### src/rtl/max_heap_priority_queue_macros.svh
// Assertion helpers for the heap queue.
`ifndef MAX_HEAP_PRIORITY_QUEUE_MACROS_SVH
`define MAX_HEAP_PRIORITY_QUEUE_MACROS_SVH

// same-cycle implication
`define MHPQ_ASSERT_NOW(label, clk, rst, ante, cons, msg) \
   label: assert property (@(posedge clk) disable iff (rst) (ante) |-> (cons)) else $error(msg);

// next-cycle implication
`define MHPQ_ASSERT_NEXT(label, clk, rst, ante, cons, msg) \
   label: assert property (@(posedge clk) disable iff (rst) (ante) |=> (cons)) else $error(msg);

`endif

### src/rtl/mhpq_pkg.sv
package mhpq_pkg;

   localparam logic OP_INSERT = 1'b0;
   localparam logic OP_REMOVE = 1'b1;

   localparam logic [1:0] ST_OK    = 2'd0;
   localparam logic [1:0] ST_EMPTY = 2'd1;
   localparam logic [1:0] ST_FULL  = 2'd2;

   typedef enum logic [2:0] {
      S_IDLE,
      S_UP_RD,
      S_UP_CMP,
      S_RM_LOAD,
      S_DN_RD,
      S_DN_CMP,
      S_DONE
   } mhpq_state_type;

   typedef struct packed {
      logic accept;
      logic rd_parent;
      logic load_root;
      logic wr_cur;
      logic wr_move_up;
      logic wr_move_dn;
      logic publish;
   } mhpq_cmd_type;

   typedef struct packed {
      logic full;
      logic empty;
      logic pos_zero;
      logic up_more;
      logic no_left;
      logic dn_more;
      logic rsp_busy;
   } mhpq_stat_type;

endpackage

### src/rtl/mhpq_ctrl.sv
module mhpq_ctrl (
   input  logic                   clock,
   input  logic                   reset,
   input  logic                   req_valid,
   input  logic                   req_func,
   output logic                   req_ready,
   input  mhpq_pkg::mhpq_stat_type stat,
   output mhpq_pkg::mhpq_cmd_type  cmd
);
   import mhpq_pkg::*;

   mhpq_state_type state_ff, state_in;

   always_ff @(posedge clock) begin
      if (reset) begin
         state_ff <= S_IDLE;
      end else begin
         state_ff <= state_in;
      end
   end

   always_comb begin
      state_in = state_ff;
      unique case (state_ff)
         S_IDLE: begin
            if (req_valid) begin
               if (req_func == OP_INSERT) begin
                  state_in = stat.full ? S_DONE : S_UP_RD;
               end else begin
                  state_in = stat.empty ? S_DONE : S_RM_LOAD;
               end
            end
         end
         S_UP_RD:   state_in = stat.pos_zero ? S_DONE : S_UP_CMP;
         S_UP_CMP:  state_in = stat.up_more ? S_UP_RD : S_DONE;
         S_RM_LOAD: state_in = S_DN_RD;
         S_DN_RD:   state_in = stat.no_left ? S_DONE : S_DN_CMP;
         S_DN_CMP:  state_in = stat.dn_more ? S_DN_RD : S_DONE;
         S_DONE:    state_in = stat.rsp_busy ? S_DONE : S_IDLE;
         default:   state_in = S_IDLE;
      endcase
   end

   always_comb begin
      cmd       = '0;
      req_ready = 1'b0;
      unique case (state_ff)
         S_IDLE: begin
            req_ready  = 1'b1;
            cmd.accept = req_valid;
         end
         S_UP_RD: begin
            cmd.wr_cur    = stat.pos_zero;
            cmd.rd_parent = !stat.pos_zero;
         end
         S_UP_CMP: begin
            cmd.wr_move_up = stat.up_more;
            cmd.wr_cur     = !stat.up_more;
         end
         S_RM_LOAD: cmd.load_root = 1'b1;
         // a leaf keeps the moving word
         S_DN_RD:   cmd.wr_cur = stat.no_left;
         S_DN_CMP: begin
            cmd.wr_move_dn = stat.dn_more;
            cmd.wr_cur     = !stat.dn_more;
         end
         S_DONE:    cmd.publish = !stat.rsp_busy;
         default:   cmd = '0;
      endcase
   end

endmodule

### config.mk
export PLATFORM = sky130hd
export DESIGN_NAME = mhpq_ctrl
export DESIGN_NICKNAME = d
export VERILOG_FILES = /design/src/rtl/max_heap_priority_queue_macros.svh /design/src/rtl/mhpq_pkg.sv /design/src/rtl/mhpq_ctrl.sv
export SDC_FILE = /design/constraint.sdc
export NUM_CORES = 1
export LEC_CHECK = 0
export BUFFER_PORTS_ARGS = -buffer_cell sky130_fd_sc_hd__buf_2
export CORE_AREA = 2 2 39 41
export DETAILED_ROUTE_END_ITERATION = 6
export DIE_AREA = 0 0 41 43
export HOLD_SLACK_MARGIN = 0.15
export PLACE_DENSITY = 0.52
export SLEW_MARGIN = 25
export SYNTH_ARGS = -nofsm -noshare
export SYNTH_HDL_FRONTEND = slang
export SYNTH_SLANG_ARGS = --single-unit
### constraint.sdc
create_clock -name clock -period 1 [get_ports clock]
set_input_delay 0.1 -clock clock [delete_from_list [all_inputs] [get_ports clock]]
set_output_delay 0.1 -clock clock [all_outputs]
set_load 0.02 [all_outputs]
# After elaboration in Yosys (flattened, before gate mapping)
# Index checks and enable logic that the tools add are counted.
# op_classes
addsub	0
n_mul	0
n_div	0
order_cmp	0
n_eq_ne	7
n_shift	0
n_mux	18
bitwise	0
n_reduce_logical	5
# op_table
cell	n
two-way mux 3 bit	7
one-hot mux 3 bit (7 select lines)	1
equality test 3 bit (second input constant)	3
two-way mux 1 bit	7
equality test 3 x 2 -> 1 bit (second input constant)	2
zero test 1 bit	4
two-way mux 2 bit	2
one-hot mux 1 bit (4 select lines)	1
equality test 3 x 1 -> 1 bit (second input constant)	1
zero test 3 bit	1
!= test 2 bit (second input constant)	1
# word_totals
register_bits	3
latch_bits	0
mem_bits_rw	0
romBits	0
out_inout_bits	8
mem_count	0

# Longest topological paths before layout
# depth
word_depth	4
mapped_depth	5
mapped_depth_nobuf	4

# Worst setup path before layout
# No wires, ideal clock.
# synth_timing
kind	flip-flop to output port
startpoint	reg state_ff[1]
endpoint	out cmd[5] (netlist name)
t_arrival_ns	1.266
slack_ns	-0.366
path_stages_with_launch	3
path_buffers	1
path_cell_list	dfxtp_1 > buf_6 > nor4_1
# synth_rtl
item	line_no	text
start, declared	mhpq_ctrl.sv:12	mhpq_state_type state_ff, state_in;
start signal, assigned	mhpq_ctrl.sv:18	state_ff <= state_in;
end, declared	mhpq_ctrl.sv:8	output mhpq_pkg::mhpq_cmd_type cmd

==> impl_metrics.env <==
export IMPL_synth_area_leaders="dfxtp_1 (18%), buf_6 (10%), a21oi_1 (5.9%)"
export IMPL_synth_area_leader_cell="dfxtp_1"
export IMPL_p_total_mw=2.08
export IMPL_p_clk_share_pct=10.1
export IMPL_largest_register="state_ff"
export IMPL_ios=19
export IMPL_start_util_pct=24.4
export IMPL_slowest_delay_ns=0.37
export IMPL_reg_largest_list="state_ff (3)"
export IMPL_seq_area_sq_um=71.3
export IMPL_drt_wl_total_microns=1040
export IMPL_viasPerCell=4.78
export IMPL_htreeDepth=1
export IMPL_synth_common_cells="a21oi_1 (4), buf_6 (3), dfxtp_1 (3), inv_1 (3), nor2_1 (3)"
export IMPL_synth_edff_count=0
export IMPL_synth_area_mux_share_pct=5.93
export IMPL_antenna_found_initial=0
export IMPL_crit_chain="inv_4 -> mux2i_1 -> a22oi_1 -> o21bai_2 -> buf_6"
export IMPL_cp_max_fo=8
export IMPL_period_minus_slack_ns=1.32
export IMPL_syn_inst=42
export IMPL_p_switching_uw=877
export IMPL_slowest_stage="dfxtp_4"
export IMPL_worstPathArrival_ns=1.22
export IMPL_end_kind="primary output"
export IMPL_ant_nets=0
export IMPL_synth_distinct_cells=26
export IMPL_p_leak_nw=0.309
export IMPL_synth_top_family_by_area="simple AND/OR/NAND/NOR gates"
export IMPL_violations="negative setup slack"
export IMPL_areaGrowthSynthToFinish_pct=94.4
export IMPL_grt_start_max_net_pins=9
export IMPL_drive_gt1_share_pct=66.7
export IMPL_regToRegSetupSlack_ns=-0.14
export IMPL_power_frac_comb_pct=72.9
export IMPL_finalSetupViolCount=11
export IMPL_numCtsBuffers=3
export IMPL_syn_area_per_cell_sq_um=8.04
export IMPL_synth_simple_gate_area_share_pct=38.9
export IMPL_cts_num_sinks=3
export IMPL_grt_pass1_wl_microns=1520
export IMPL_drt_pass1_iter_count=2
export IMPL_fmax_mhz=755
export IMPL_internal_power_mw=1.21
export IMPL_rsz0062_at_grt="true"
export IMPL_port_buffers=18
export IMPL_die_y_microns=43
export IMPL_antennaDiodeCount=0
export IMPL_yosysWarnings=0
export IMPL_synth_top_area_share_pct=17.8
export IMPL_yosysMostFrequentCell="a21oi_1"
export IMPL_seq_power_share_pct=17.0
export IMPL_cp_top_family="flip-flops"
export IMPL_dp_cells=81
export IMPL_clk_pin_slew_ns=0.04
export IMPL_root_buffer="clkbuf_4"
export IMPL_drt_iter0_drc=4
export IMPL_ys_ff_latch=3
export IMPL_largest_reg_flops=3
export IMPL_dp_hpwl_microns=755
export IMPL_synth_area_sq_um=338
export IMPL_grt_pass1_vias=349
export IMPL_status="finished with violations"
export IMPL_cap_violations=0
export IMPL_path_buf_inv=2
export IMPL_hold_viol_final=0
export IMPL_clk_path_buf_depth=2
export IMPL_postLayoutCoreUtil_pct=47.5
export IMPL_via_count=435
export IMPL_drv_slew=0
export IMPL_worst_hold_slack_ns=0.158
export IMPL_grt_usage_pct=12.6
export IMPL_num_rows=14
export IMPL_startpoint_type="register"
export IMPL_place_congestion=0.772
export IMPL_ys_seq_area_share_pct=17.8
export IMPL_hold_class="input pin to register"
export IMPL_multi_input_area_sq_um=283
export IMPL_finClkSkew_ns=0.00328
export IMPL_core_sq_um=1380
export IMPL_drc=0
export IMPL_finalCritPeriodShare_pct=132
export IMPL_routedWlPerCell_microns=11.4
export IMPL_overflow=0
export IMPL_worst_pin_slew_ns=0.213
export IMPL_crit_type="register to primary output"
export IMPL_yosys_area_share_adder_pct=0
export IMPL_tritoncts="done"
export IMPL_ys_flop_type="dfxtp_1"
export IMPL_fin_setup_tns_ns=-2.39
export IMPL_synth_compound_area_share_pct=24.1
export IMPL_synthArstFlopShare_pct=0
export IMPL_final_nets=87
export IMPL_synth_xor_area_share_pct=0
export IMPL_clkLatencyLatePin_ns=0.23
export IMPL_placed_cell_area_sq_um=509
export IMPL_final_cell_count_no_fill=91
export IMPL_ir_drop_uv=1080
export IMPL_worstPathRequired_ns=0.90
export IMPL_swShare_pct=42.1
export IMPL_syn_nets=53
export IMPL_fin_ws_ns=-0.324
export IMPL_n_fill_cell=146
export IMPL_power_density_nw_per_um2=3170
export IMPL_fp_dieArea_sq_um=1760
export IMPL_design_area_sq_um=657
export IMPL_die_w_microns=41
export IMPL_slew_headroom_pct=85.4
export IMPL_dp_slack_ns=-0.206
==> what timing repair did <==
action / 4_1_cts / 5_1_grt
pin swaps: 5 / 4
endpoints found under the setup margin: 11 / 11
gates resized for setup: 18 / 5
buffers inserted: 2 / 4
endpoints found under the hold margin: 1 / 0
==> cell usage in the layout (no fill, tap or decap) <==
master / n
a211oi_1: 1
a21oi_1: 3
a21oi_2: 1
a22oi_1: 1
a31oi_1: 2
and2_4: 1
and4b_1: 1
buf_2: 11
buf_4: 13
buf_6: 8
clkbuf_1: 1
clkbuf_4: 3
dfxtp_4: 3
inv_1: 2
inv_4: 1
mux2i_1: 2
nand2_1: 1
nand2b_2: 1
nand2b_4: 1
nand3_1: 1
nor2_1: 3
nor3_1: 2
nor3_4: 2
nor3b_4: 2
nor4_2: 1
o21ai_0: 2
o21bai_2: 1
o31ai_1: 1
o41ai_2: 1
or3_1: 2
==> power by group through the flow <==
stage          combinational [mW]  sequential (mW)  clock, mW
2_1_floorplan               0.860            0.260          0
3_3_place_gp                 1.11            0.329          0
3_5_place_dp                 1.10            0.322          0
4_1_cts                      1.31            0.352      0.221
5_1_grt                      1.63            0.360      0.230
6_report                     1.52            0.353      0.211
==> worst paths after layout <==
check / startpoint / end / cells after the start
setup / recovery: state_ff[0]$_SDFFE_PP0P_ / cmd[3] / 5
hold / removal: stat[2] / state_ff[0]$_SDFFE_PP0P_ / 3
setup reg to reg: state_ff[1]$_SDFFE_PP0P_ / state_ff[2]$_SDFFE_PP0P_ / 5
hold reg to reg: state_ff[0]$_SDFFE_PP0P_ / state_ff[2]$_SDFFE_PP0P_ / 2
==> tightest hold or removal path: stages <==
cell	delay (ns)
buf_2	0.09
or3_1	0.12
a21oi_2	0.05
==> metal layers <==
metal / global-route usage [%] / share of wire, %
met1: 16.3 / 45
met2: 20.6 / 49
met3: 0 / 4.2
met4: 6.00 / 1.6
met5: 0 / 0
==> layout make-up <==
type	count	area share, %
clock buffers	4	4.00
inverters	3	2.10
multi-input cells	33	43.0
flip-flops and latches	3	10.9
well taps	16	3.05
repair buffers	32	37.0
==> cells by family after synthesis <==
kind of cell / count (synthesis)
compound gates: 13
simple gates: 18
buf+inv: 6
mux: 2
flops: 3
Power figures use the tool's default switching activity.
